File: src/design/csvt_pkg.sv
// ----------------------------------------------------------------------------
// CSV tokenizer package
// Shared types, character constants and codes for the CSV field tokenizer.
// ----------------------------------------------------------------------------
`default_nettype none

package csvt_pkg;

   // Counter widths of the column, widest-row and row outputs.
   localparam int COLUMN_BITS = 16;
   localparam int ROW_BITS    = 32;

   // Depth of the result queue; it must hold two results on top of two in flight.
   localparam int RSP_DEPTH   = 4;
   localparam int RSP_PTR_W   = $clog2(RSP_DEPTH);
   localparam int RSP_CNT_W   = $clog2(RSP_DEPTH + 1);

   // Result tdata: out_byte, column_index, row_index, widest_row, padded to bytes.
   localparam int RSP_FIELDS_W = 8 + COLUMN_BITS + ROW_BITS + COLUMN_BITS;
   localparam int RSP_TDATA_W  = ((RSP_FIELDS_W + 7) / 8) * 8;

   localparam logic [7:0] CH_LF         = 8'd10;
   localparam logic [7:0] CH_CR         = 8'd13;
   localparam logic [7:0] CH_NUL        = 8'd0;
   localparam logic [7:0] DEFAULT_DELIM = 8'd44;
   localparam logic [7:0] DEFAULT_QUOTE = 8'd34;

   // Configuration register indexes.
   localparam logic [0:0] REG_DELIM = 1'b0;
   localparam logic [0:0] REG_QUOTE = 1'b1;

   // Request kinds carried on req_tuser.
   localparam logic MODE_DATA = 1'b0;
   localparam logic MODE_EOI  = 1'b1;

   typedef enum logic [1:0] {
      KIND_BYTE      = 2'd0,
      KIND_FIELD_END = 2'd1,
      KIND_ROW_END   = 2'd2,
      KIND_QUOTE_ERR = 2'd3
   } kind_type;

   typedef enum logic [2:0] {
      ST_START   = 3'd0,
      ST_PLAIN   = 3'd1,
      ST_QUOTED  = 3'd2,
      ST_QSEEN   = 3'd3,
      ST_DRAINED = 3'd4
   } parse_state_type;

   typedef struct packed {
      logic [7:0] delim;
      logic [7:0] quote;
   } cfg_type;

   typedef struct packed {
      kind_type                 kind;
      logic [7:0]               out_byte;
      logic [COLUMN_BITS-1:0]   column_index;
      logic [ROW_BITS-1:0]      row_index;
      logic [COLUMN_BITS-1:0]   widest_row;
      logic                     last;
   } rsp_item_type;

   // Up to two results produced by one request, in order.
   typedef struct packed {
      logic [1:0]   count;
      rsp_item_type item0;
      rsp_item_type item1;
   } push_type;

endpackage

`default_nettype wire

File: src/design/csvt_csr.sv
// ----------------------------------------------------------------------------
// CSV tokenizer configuration registers
// Holds the delimiter and quote bytes and maps a zero value to the default.
// ----------------------------------------------------------------------------
`default_nettype none

module csvt_csr (
   input  wire logic              clock,
   input  wire logic              reset,
   input  wire logic              csr_we,
   input  wire logic [0:0]        csr_addr,
   input  wire logic [7:0]        csr_wdata,
   output csvt_pkg::cfg_type      cfg
);

   logic [7:0] delim_ff;
   logic [7:0] quote_ff;

   always_ff @(posedge clock) begin
      if (reset) begin
         delim_ff <= csvt_pkg::DEFAULT_DELIM;
         quote_ff <= csvt_pkg::DEFAULT_QUOTE;
      end else if (csr_we) begin
         unique case (csr_addr)
            csvt_pkg::REG_DELIM: delim_ff <= csr_wdata;
            csvt_pkg::REG_QUOTE: quote_ff <= csr_wdata;
         endcase
      end
   end

   assign cfg.delim = (delim_ff == 8'd0) ? csvt_pkg::DEFAULT_DELIM : delim_ff;
   assign cfg.quote = (quote_ff == 8'd0) ? csvt_pkg::DEFAULT_QUOTE : quote_ff;

endmodule

`default_nettype wire

File: src/design/csvt_parse.sv
// ----------------------------------------------------------------------------
// CSV tokenizer parser
// Parse state, held CR and counters, and the results that one request yields.
// ----------------------------------------------------------------------------
`default_nettype none

module csvt_parse (
   input  wire logic              clock,
   input  wire logic              reset,
   input  wire logic              accept,
   input  wire logic              mode,
   input  wire logic [7:0]        data_byte,
   input  wire csvt_pkg::cfg_type cfg,
   output csvt_pkg::push_type     push
);

   localparam logic [csvt_pkg::COLUMN_BITS-1:0] COL_MAX = '1;
   localparam logic [csvt_pkg::ROW_BITS-1:0]    ROW_MAX = '1;

   csvt_pkg::parse_state_type state_ff, state_in;
   logic                                row_started_ff, row_started_in;
   logic                                pending_ff, pending_in;
   logic [csvt_pkg::COLUMN_BITS-1:0]    field_ff, field_in;
   logic [csvt_pkg::ROW_BITS-1:0]       row_ff, row_in;
   logic [csvt_pkg::COLUMN_BITS-1:0]    widest_ff, widest_in;

   logic is_delim, is_quote, is_lf, is_cr, is_zero;
   logic fin_go, byte_go;

   logic                              do_end, end_lf, end_delim, do_content, quote_err;
   logic                              clr_pending, set_started, pend_eff, cr_emit;
   logic                              main_valid;
   csvt_pkg::kind_type                main_kind;
   logic [7:0]                        main_byte;
   logic [csvt_pkg::COLUMN_BITS-1:0]  field_inc, widest_new;
   csvt_pkg::rsp_item_type            cr_item, main_item;

   assign is_delim = (data_byte == cfg.delim);
   assign is_quote = (data_byte == cfg.quote);
   assign is_lf    = (data_byte == csvt_pkg::CH_LF);
   assign is_cr    = (data_byte == csvt_pkg::CH_CR);
   assign is_zero  = (data_byte == csvt_pkg::CH_NUL);

   // A zero byte finishes the document just as an end-of-input request does.
   assign fin_go  = (mode == csvt_pkg::MODE_EOI) ||
                    (state_ff != csvt_pkg::ST_DRAINED && is_zero);
   assign byte_go = (mode == csvt_pkg::MODE_DATA) &&
                    (state_ff != csvt_pkg::ST_DRAINED) && !is_zero;

   // Next parse state.
   always_comb begin
      state_in = state_ff;
      if (mode == csvt_pkg::MODE_EOI) begin
         state_in = csvt_pkg::ST_START;
      end else if (state_ff == csvt_pkg::ST_DRAINED || is_zero) begin
         state_in = csvt_pkg::ST_DRAINED;
      end else begin
         unique case (state_ff)
            csvt_pkg::ST_PLAIN: begin
               state_in = (is_delim || is_lf) ? csvt_pkg::ST_START : csvt_pkg::ST_PLAIN;
            end
            csvt_pkg::ST_QUOTED: begin
               state_in = is_quote ? csvt_pkg::ST_QSEEN : csvt_pkg::ST_QUOTED;
            end
            csvt_pkg::ST_QSEEN: begin
               state_in = is_quote ? csvt_pkg::ST_QUOTED : csvt_pkg::ST_START;
            end
            default: begin
               if (is_quote) begin
                  state_in = csvt_pkg::ST_QUOTED;
               end else if (is_delim || is_lf) begin
                  state_in = csvt_pkg::ST_START;
               end else begin
                  state_in = csvt_pkg::ST_PLAIN;
               end
            end
         endcase
      end
   end

   // Events of this request.
   always_comb begin
      do_end      = 1'b0;
      end_lf      = 1'b0;
      end_delim   = 1'b0;
      do_content  = 1'b0;
      quote_err   = 1'b0;
      clr_pending = 1'b0;
      set_started = 1'b0;
      if (fin_go) begin
         unique case (state_ff)
            csvt_pkg::ST_DRAINED: ;
            csvt_pkg::ST_PLAIN,
            csvt_pkg::ST_QSEEN:   do_end = 1'b1;
            csvt_pkg::ST_QUOTED: begin
               quote_err   = 1'b1;
               clr_pending = 1'b1;
            end
            default:              do_end = row_started_ff;
         endcase
      end else if (byte_go) begin
         unique case (state_ff)
            csvt_pkg::ST_PLAIN: begin
               if (is_delim || is_lf) begin
                  do_end    = 1'b1;
                  end_lf    = is_lf;
                  end_delim = is_delim;
               end else begin
                  do_content = 1'b1;
               end
            end
            csvt_pkg::ST_QUOTED: begin
               do_content = !is_quote;
            end
            csvt_pkg::ST_QSEEN: begin
               if (is_quote) begin
                  do_content = 1'b1;
               end else begin
                  do_end    = 1'b1;
                  end_lf    = is_lf;
                  end_delim = is_delim;
               end
            end
            default: begin
               set_started = 1'b1;
               clr_pending = 1'b1;
               if (!is_quote && (is_delim || is_lf)) begin
                  do_end    = 1'b1;
                  end_lf    = is_lf;
                  end_delim = is_delim;
               end else if (!is_quote) begin
                  do_content = 1'b1;
               end
            end
         endcase
      end
   end

   assign field_inc  = (field_ff != COL_MAX) ? field_ff + 1'b1 : field_ff;
   assign widest_new = (field_inc > widest_ff) ? field_inc : widest_ff;

   // A held CR is sent ahead of content or of a field or row end, but dropped before a newline.
   assign pend_eff = pending_ff && !clr_pending;
   assign cr_emit  = pend_eff && (do_content || (do_end && !end_lf));

   always_comb begin
      main_valid = 1'b0;
      main_kind  = csvt_pkg::KIND_BYTE;
      main_byte  = 8'd0;
      if (quote_err) begin
         main_valid = 1'b1;
         main_kind  = csvt_pkg::KIND_QUOTE_ERR;
      end else if (do_end) begin
         main_valid = 1'b1;
         main_kind  = end_delim ? csvt_pkg::KIND_FIELD_END : csvt_pkg::KIND_ROW_END;
      end else if (do_content && !is_cr) begin
         main_valid = 1'b1;
         main_byte  = data_byte;
      end
   end

   always_comb begin
      cr_item.kind         = csvt_pkg::KIND_BYTE;
      cr_item.out_byte     = csvt_pkg::CH_CR;
      cr_item.column_index = field_ff;
      cr_item.row_index    = row_ff;
      cr_item.widest_row   = widest_ff;
      cr_item.last         = !main_valid;

      main_item.kind         = main_kind;
      main_item.out_byte     = main_byte;
      main_item.column_index = field_ff;
      main_item.row_index    = row_ff;
      main_item.widest_row   = (main_kind == csvt_pkg::KIND_ROW_END) ? widest_new : widest_ff;
      main_item.last         = 1'b1;

      push.item1 = main_item;
      if (cr_emit) begin
         push.item0 = cr_item;
         push.count = main_valid ? 2'd2 : 2'd1;
      end else begin
         push.item0 = main_item;
         push.count = main_valid ? 2'd1 : 2'd0;
      end
      if (!accept) begin
         push.count = 2'd0;
      end
   end

   // Next values of the held CR, the row flag and the counters.
   always_comb begin
      pending_in     = pend_eff;
      row_started_in = row_started_ff || set_started;
      field_in       = field_ff;
      row_in         = row_ff;
      widest_in      = widest_ff;
      if (do_content) begin
         pending_in = is_cr;
      end else if (do_end) begin
         pending_in = 1'b0;
      end
      if (do_end && end_delim) begin
         field_in       = field_inc;
         row_started_in = 1'b1;
      end else if (do_end) begin
         widest_in      = widest_new;
         row_in         = (row_ff != ROW_MAX) ? row_ff + 1'b1 : row_ff;
         field_in       = '0;
         row_started_in = 1'b0;
      end
      if (mode == csvt_pkg::MODE_EOI) begin
         pending_in     = 1'b0;
         row_started_in = 1'b0;
         field_in       = '0;
         row_in         = '0;
         widest_in      = '0;
      end
   end

   always_ff @(posedge clock) begin
      if (reset) begin
         state_ff       <= csvt_pkg::ST_START;
         row_started_ff <= 1'b0;
         pending_ff     <= 1'b0;
         field_ff       <= '0;
         row_ff         <= '0;
         widest_ff      <= '0;
      end else if (accept) begin
         state_ff       <= state_in;
         row_started_ff <= row_started_in;
         pending_ff     <= pending_in;
         field_ff       <= field_in;
         row_ff         <= row_in;
         widest_ff      <= widest_in;
      end
   end

endmodule

`default_nettype wire

File: src/design/csvt_rsp_fifo.sv
// ----------------------------------------------------------------------------
// CSV tokenizer result queue
// Small register queue that takes up to two results a cycle and gives one while the reader is ready.
// ----------------------------------------------------------------------------
`default_nettype none

module csvt_rsp_fifo (
   input  wire logic              clock,
   input  wire logic              reset,
   input  wire csvt_pkg::push_type push,
   output logic                   space_ok,
   output logic                   out_valid,
   input  wire logic              out_ready,
   output csvt_pkg::rsp_item_type out_item
);

   localparam logic [csvt_pkg::RSP_CNT_W-1:0] SPACE_LIMIT =
      csvt_pkg::RSP_CNT_W'(csvt_pkg::RSP_DEPTH - 2);

   csvt_pkg::rsp_item_type              slot_ff [csvt_pkg::RSP_DEPTH];
   logic [csvt_pkg::RSP_PTR_W-1:0]      wr_ptr_ff, wr_ptr_in;
   logic [csvt_pkg::RSP_PTR_W-1:0]      rd_ptr_ff, rd_ptr_in;
   logic [csvt_pkg::RSP_CNT_W-1:0]      count_ff, count_in;
   logic                                pop;

   assign out_valid = (count_ff != '0);
   assign pop       = out_valid && out_ready;
   assign out_item  = slot_ff[rd_ptr_ff];
   // Room for the two results that the next request may yield.
   assign space_ok  = (count_ff <= SPACE_LIMIT);

   assign wr_ptr_in = wr_ptr_ff + csvt_pkg::RSP_PTR_W'(push.count);
   assign rd_ptr_in = rd_ptr_ff + csvt_pkg::RSP_PTR_W'(pop);
   assign count_in  = count_ff + csvt_pkg::RSP_CNT_W'(push.count)
                      - csvt_pkg::RSP_CNT_W'(pop);

   always_ff @(posedge clock) begin
      if (reset) begin
         wr_ptr_ff <= '0;
         rd_ptr_ff <= '0;
         count_ff  <= '0;
      end else begin
         wr_ptr_ff <= wr_ptr_in;
         rd_ptr_ff <= rd_ptr_in;
         count_ff  <= count_in;
      end
   end

   always_ff @(posedge clock) begin
      if (push.count != 2'd0) begin
         slot_ff[wr_ptr_ff] <= push.item0;
      end
      if (push.count == 2'd2) begin
         slot_ff[wr_ptr_ff + 1'b1] <= push.item1;
      end
   end

endmodule

`default_nettype wire

File: src/design/csv_field_tokenizer.sv
// Results are written into the result queue at the edge that accepts their request.
// Throughput: one request per cycle while the queue has room for two more results; a
// request that yields two results (a held CR ahead of the next one) occupies the
// result port once for each, and a four-entry result queue absorbs the difference.
// Reset is synchronous: it clears the parse state, counters and queue, and sets the
// delimiter and quote registers to comma and double quote.
// ----------------------------------------------------------------------------
// CSV field tokenizer
// Streams CSV text a byte at a time and gives decoded bytes, field and row ends, and quote errors.
// ----------------------------------------------------------------------------
`default_nettype none

module csv_field_tokenizer (
   input  wire logic                                clock,
   input  wire logic                                reset,
   // Request channel
   input  wire logic                                req_tvalid,
   output logic                                     req_tready,
   input  wire logic [7:0]                          req_tdata,  // [7:0] data_byte
   input  wire logic                                req_tuser,  // [0] mode
   // Result channel
   output logic                                     rsp_tvalid,
   input  wire logic                                rsp_tready,
   // [7:0] out_byte, then column_index, row_index, widest_row
   output logic [csvt_pkg::RSP_TDATA_W-1:0]         rsp_tdata,
   output logic [1:0]                               rsp_tuser,  // [1:0] kind
   output logic                                     rsp_tlast,
   // Configuration port
   input  wire logic                                csr_we,
   input  wire logic [0:0]                          csr_addr,
   input  wire logic [7:0]                          csr_wdata
);

   csvt_pkg::cfg_type       cfg;
   csvt_pkg::push_type      push;
   csvt_pkg::rsp_item_type  head;
   logic                    accept;
   logic                    space_ok;

   assign req_tready = space_ok;
   assign accept     = req_tvalid && req_tready;

   csvt_csr u_csr (
      .clock     (clock),
      .reset     (reset),
      .csr_we    (csr_we),
      .csr_addr  (csr_addr),
      .csr_wdata (csr_wdata),
      .cfg       (cfg)
   );

   csvt_parse u_parse (
      .clock     (clock),
      .reset     (reset),
      .accept    (accept),
      .mode      (req_tuser),
      .data_byte (req_tdata),
      .cfg       (cfg),
      .push      (push)
   );

   csvt_rsp_fifo u_fifo (
      .clock     (clock),
      .reset     (reset),
      .push      (push),
      .space_ok  (space_ok),
      .out_valid (rsp_tvalid),
      .out_ready (rsp_tready),
      .out_item  (head)
   );

   assign rsp_tdata = csvt_pkg::RSP_TDATA_W'({head.widest_row, head.row_index,
                                              head.column_index, head.out_byte});
   assign rsp_tuser = head.kind;
   assign rsp_tlast = head.last;

   // Field ends, row ends and errors are always the final result of their request.
   a_marker_last: assert property (@(posedge clock) disable iff (reset)
      rsp_tvalid && rsp_tuser != csvt_pkg::KIND_BYTE |-> rsp_tlast && rsp_tdata[7:0] == 8'd0)
      else $error("marker result without tlast or with a non-zero byte");

   // The request side only stalls while results are queued.
   a_stall_backed: assert property (@(posedge clock) disable iff (reset)
      !req_tready |-> rsp_tvalid)
      else $error("request stalled with an empty result queue");

   a_reset_empty: assert property (@(posedge clock)
      reset |=> !rsp_tvalid)
      else $error("result offered straight after reset");

endmodule

`default_nettype wire

File: config.mk
export PLATFORM = sky130hd
export DESIGN_NAME = csv_field_tokenizer
export DESIGN_NICKNAME = d
export VERILOG_FILES = /design/src/design/csvt_pkg.sv /design/src/design/csvt_csr.sv /design/src/design/csvt_parse.sv /design/src/design/csvt_rsp_fifo.sv /design/src/design/csv_field_tokenizer.sv
export SDC_FILE = /design/constraint.sdc
export NUM_CORES = 1
export LEC_CHECK = 0
export ABC_AREA = 1
export BUFFER_PORTS_ARGS = -buffer_cell sky130_fd_sc_hd__buf_2
export CAP_MARGIN = 20
export CORE_UTILIZATION = 60
export DETAILED_ROUTE_END_ITERATION = 6
export PLACE_DENSITY = 0.87
export SYNTH_ARGS = -nofsm -noshare
export SYNTH_HDL_FRONTEND = slang
export SYNTH_SLANG_ARGS = --single-unit
File: constraint.sdc
create_clock -name clock -period 7.14 [get_ports clock]
set_clock_uncertainty 0.05 [all_clocks]
set_input_delay 0.357 -clock clock [delete_from_list [all_inputs] [get_ports clock]]
set_output_delay 0.357 -clock clock [all_outputs]
set_load 0.05 [all_outputs]
After elaboration in Yosys (flattened, before gate mapping)
Memory sizes are Yosys's and may differ from the RTL's. A register that Yosys moved wholly into a read port is not among the register bits.
Index checks and enable logic that the tools add are counted.
{"block": "word_totals", "regBits": 92, "ramBits": 300, "in_bits": 23, "mem_count": 1}
{"block": "op_classes", "addsub": 7, "n_lt_le_gt_ge": 2, "eq_ne": 14, "muxes": 77, "bitwise_logic": 2, "n_reduce_logical": 38}
{"name": "u_fifo.slot_ff", "words": 4, "width": 75, "rd": 1, "rd_clocked_by_memory_dff": 1, "write_ports": 2, "line": "csvt_rsp_fifo.sv:20", "source": "csvt_pkg::rsp_item_type slot_ff [csvt_pkg::RSP_DEPTH];"}
{"cell": "$mux 16", "n": 9}
{"cell": "$mux 32", "n": 4}
{"cell": "$mux 77", "n": 1}
{"cell": "$mux 1", "n": 42}
{"cell": "$mux 8", "n": 5}
{"cell": "$add 32x1->32 const B", "n": 1}
{"cell": "$ne 32x32->1 const B", "n": 1}
{"cell": "$logic_not 8->1", "n": 3}
{"cell": "$add 16x1->16 const B", "n": 1}
{"cell": "$eq 8x4->1 const B", "n": 2}
{"cell": "$eq 8x8->1", "n": 2}
{"cell": "$gt 16x16->1", "n": 1}
{"cell": "$ne 16x16->1 const B", "n": 1}
{"cell": "$mux 2", "n": 7}
{"cell": "$pmux 1 s3", "n": 4}
{"cell": "$logic_and 1x1->1", "n": 11}
{"cell": "$mux 3", "n": 3}
{"cell": "$pmux 3 s3", "n": 1}
{"cell": "$eq 3x2->1 const B", "n": 2}
{"cell": "$logic_not 1->1", "n": 6}
{"cell": "$reduce_and 2->1", "n": 3}
{"cell": "$reduce_bool 2->1", "n": 3}
{"cell": "$reduce_bool 3->1", "n": 2}
{"cell": "$logic_or 1x1->1", "n": 5}
{"cell": "other kinds (17)", "n": 20}

Depth between registers and ports, before layout
{"block": "depth", "ltp_word": 19, "mapped_depth": 31, "ltp_nobuf": 29}

Cells and area by module
Synthesis repeated with hierarchy kept, for this count alone.
{"block": "unflattened", "hier_cells": 2657, "area_unflattened_um2": 21944.8}
{"module": "csvt_rsp_fifo", "n_inst": 1, "cells_each": 1531, "area_per_inst_um2": 14919.3, "seq_area_each_um2": 9148.8}
{"module": "csvt_parse", "n_inst": 1, "cells_each": 1020, "area_per_inst_um2": 6332.3, "seq_area_each_um2": 1381.3}
{"module": "csvt_csr", "n_inst": 1, "cells_each": 104, "area_per_inst_um2": 685.7, "seq_area_each_um2": 320.3}
{"module": "csv_field_tokenizer", "n_inst": 1, "cells_each": 2, "area_per_inst_um2": 7.5, "seq_area_each_um2": 0.0}

Worst setup path after synthesis
No wires, ideal clock.
{"block": "synth_path", "kind": "reg-to-reg", "from": "reg u_csr.quote_ff[3]", "to": "mem u_fifo.slot_ff[0][66] (netlist name) (data pin)", "setup_time_ns": 0.155, "t_arrival_ns": 5.107, "t_required_ns": 6.935, "path_slack_ns": 1.828, "path_stages_with_launch": 29, "path_cell_list": "dfxtp_1 -> inv_1 -> nand2_1 -> nor2_1 -> nand2_1 -> nand3_1 -> nand2_1 -> nor2_1 -> nand2_2 -> a21oi_1 -> nand2_1 -> nand3_2 -> nand2_2 -> nand2_1 -> nand2_1 -> nand2_1 -> buf_4 -> inv_1 -> ha_1 -> clkinv_1 -> nor2_1 -> nor2_1 -> nor3_2 -> inv_1 -> nor2_2 -> nand2_1 -> nand2_1 -> nand2_1 -> nor2_1"}
{"element": "from (decl)", "line": "csvt_csr.sv:17", "source": "logic [7:0] quote_ff;"}
{"element": "from (signal assigned)", "line": "csvt_csr.sv:22", "source": "quote_ff <= csvt_pkg::DEFAULT_QUOTE;"}
{"element": "from (signal assigned)", "line": "csvt_csr.sv:26", "source": "csvt_pkg::REG_QUOTE: quote_ff <= csr_wdata;"}
{"element": "to (decl)", "line": "csvt_rsp_fifo.sv:20"}

==> results.yml <==
floorplanning:
  start_util_pct: 61.1
  die_width_um: 184
  core_area_sq_um: 32600
  die_area_sq_um: 34000
  io_pins: 100
  rows: 66
  die_h_um: 184
detailed_routing:
  drt-pass1-iter-count: 6
  viasPerCell: 6.10
  wire_per_inst_um: 18.9
  drt-total-wl_um: 53800
  post-route-drc-count: 0
  dr_total_vias: 17300
  ant_nets: 0
  drt-initial-drc-count: 2117
global_routing:
  grt_pass1_wl_um: 84400
  grt_pass1_vias: 16900
  grt_use_total_pct: 31.6
  grt_overflow: 0
  gr-usage-met1_pct: 38.6
  grtUsageMet2_pct: 55.2
  grt_busiest_layer: "met2"
  use_met3_pct: 4.27
  grt_max_degree: 94
  antenna_found_initial: 1
worst_setup_path:
  max_stage_delay_ns: 0.68
  crit_family: "simple AND/OR/NAND/NOR gates"
  cp.depth: 30
  r2r_start: "u_csr.delim_ff[5]$_SDFFE_PP1P_"
  critPathLaunchType: "register"
  crit_slowest_cell: "nor2_2"
  ff2ff_setup_slack_ns: 1.05
  ff2ff_path_depth: 30
  r2r_end: "u_fifo.slot_ff[2][71]$_DFFE_PP_"
  worst-path-buf-inv: 6
  cp_max_fo: 42
  cp-end-kind: "register"
  cp.arrival_ns: 6.43
  path_class: "register to register"
  required_ns: 7.47
  worst_path_most_repeated_cell: "nand2_1"
synthesis:
  ys_seq_area_share_pct: 54.2
  synth_area_leaders: "edfxtp_1 45%, dfxtp_1 9.6%, nor2_1 9.4%"
  synthFlopType: "edfxtp_1"
  syn_avg_cell_area_sq_um: 8.55
  yosys_warnings: 0
  synth_area_sq_um: 19900
  yosys.area.top_type: "edfxtp_1"
  yosysMostFrequentCell: "nor2_1"
  async_flop_share_pct: 0
  synthCells: 2331
  synth_edf_count: 296
  synth_seq_cells: 392
  synth_commonest_cells: "497 x nor2_1, 393 x nand2_1, 296 x edfxtp_1, 201 x o21ai_0, 153 x inv_1"
  synth.net_count: 2379
  synth_cell_types: 39
  yosysTopAreaCellShare_pct: 44.6
timing:
  report.final.slew_viol_count: 0
  worst_pin_slew_ns: 1.11
  tns_ns: 0
  fmax_mhz: 164
  finalHoldViolations: 0
  rsz0062_at_grt: "false"
  setup_viol: 0
  period_share_pct: 85.4
  min_period_ns: 6.09
  relSlewSlack_pct: 25.9
  fin_ws_ns: 1.05
cts:
  h-tree-depth: 2
  postCtsHoldBufs: 0
  insertion_delay_ns: 0.54
  cts_root_buf: "clkbuf_16"
  cts_buffers: 40
  clk_pin_slew_ns: 0.06
  clock_sinks: 392
  postCtsResizedCells: 0
  postCtsSetupBuffers: 0
  clk_path_buf_depth: 3
  cts_tree: "built"
place:
  dpl_worst_slack_ns: 1.04
  place.gp.congestion: 0.978
  port-buffer-count: 99
  postPlaceCellArea_sq_um: 20600
  place_hpwl_um: 33600
min_path:
  hp-start: "csr_wdata[1]"
  worstHoldPathType: "input port to register"
  hold-path-endpoint: "u_csr.quote_ff[1]$_SDFFE_PP1P_"
  holdPathStages: 3
pwr:
  peakVddDrop_mv: 0.329
  powerDensity_nw_per_um2: 364
  p_total_mw: 7.96
  p_leak_nw: 8.16
run:
  cap_viol_max_count: 0
outcome:
  outcome: "complete, no violations"
final_layout:
  diodes: 0
  nFillCells: 2535
  final_area_sq_um: 21900
  drive_gt1_share_pct: 10.4
  synthToLayoutAreaGrowth_pct: 9.65
  nets: 2420
  utilization_pct: 67.0
[registers in the layout (all words and copies together) (netlist names)]
| register | count |
|---|---|
| u_parse.widest_ff | 16 |
| u_fifo.slot_ff | 300 |
| u_csr.delim_ff | 8 |
| u_fifo.wr_ptr_ff | 2 |
| u_csr.quote_ff | 8 |
| u_parse.row_started_ff | 1 |
| u_fifo.rd_ptr_ff | 2 |
| u_parse.row_ff | 32 |
| u_parse.pending_ff | 1 |
| u_parse.state_ff | 3 |
| u_fifo.count_ff | 3 |
| u_parse.field_ff | 16 |
[stage by stage]
stage               instances  hold WS [ns]
floorplan                2331         0.385
global placement         2770         0.402
detailed placement       2771         0.406
CTS                      2843       0.00160
global route             2844        0.0310
finish                   2844        0.0108
[metal layers]
metal  vias to the layer above  part of all wire [%]
met4                         2                   4.1
met1                      8189                    38
met5                         -                 0.015
li1                       8014                     -
met3                       182                   8.2
met2                       960                    49
[worst max path at each step]
stage                                    from                              end  slack, ns
2_1_floorplan  u_csr.quote_ff[3]$_SDFFE_PP0P_  u_fifo.slot_ff[0][66]$_DFFE_PP_       1.83
3_3_place_gp                     req_tdata[1]  u_fifo.slot_ff[1][74]$_DFFE_PP_       1.24
3_5_place_dp                     req_tdata[0]  u_fifo.slot_ff[2][71]$_DFFE_PP_       1.04
4_1_cts        u_csr.quote_ff[7]$_SDFFE_PP0P_  u_fifo.slot_ff[2][71]$_DFFE_PP_       1.16
5_1_grt        u_csr.delim_ff[6]$_SDFFE_PP0P_  u_fifo.slot_ff[1][71]$_DFFE_PP_       0.56
6_report       u_csr.delim_ff[5]$_SDFFE_PP1P_  u_fifo.slot_ff[2][71]$_DFFE_PP_       1.05
[cell usage in the layout, fill, tap and decap left out, types with 2 or more instances in the layout]
master      netlist  layout
a21oi_1          93      93
buf_12            0       2
buf_2            12      99
buf_4             7      19
clkbuf_1         86       6
clkbuf_16         0      42
clkinv_1          7      16
clkinv_2          0       9
clkinvlp_4        0       3
dfxtp_1          96      94
edfxtp_1        296     296
ha_1             24      24
inv_1           153     151
inv_2             9      10
nand2_1         393     389
nand2_2          23      23
nand2_4           0       4
nand3_1         121     121
nand3_2          21      21
nand3b_1         15      15
nand4_1          64      64
nor2_1          497     497
nor2_2            5       5
nor3_1           38      38
nor3_2            2       2
nor4_1           14      14
o211ai_1          8       8
o21ai_0         201     201
o21ai_1           5       5
o22ai_1          76      76
xnor2_1           4       4
xor2_1           36      36
[area by class of cell]
class / instances / area (sq um) / share of cell area (%)
Clock inverter: 24 / 156 / 0.715
Timing Repair Buffer: 120 / 678 / 3.10
Tap cell: 442 / 553 / 2.53
Clock buffer: 48 / 1070 / 4.91
Sequential cell: 392 / 10800 / 49.5
Multi-Input combinational cell: 1649 / 7950 / 36.4
Inverter: 169 / 637 / 2.91
[where the power goes]
group          leakage (nW)  total, mW  switching (mW)  internal (mW)
registers              3.59       2.72           0.105           2.62
logic                  3.97       3.24            2.52          0.723
clock network         0.600       2.00           0.891           1.11
[cell families after synthesis]
logic type | Yosys count | synth area share (%)
fa+ha+maj | 25 | 1.61
compound gates | 387 | 10.3
buf+inv | 290 | 6.06
simple gates | 1197 | 26.0
xor+xnor | 40 | 1.76
flops | 392 | 54.2
[worst register-to-register path, delay by kind of cell, from the launching register on]
family / cells / cell delay, ns
and+or+nand+nor: 23 / 4.18
buffers and inverters: 6 / 1.29
DFF: 1 / 0.31
adders and majority gates: 1 / 0.13
Note: power is estimated with default switching activity, not from simulation.
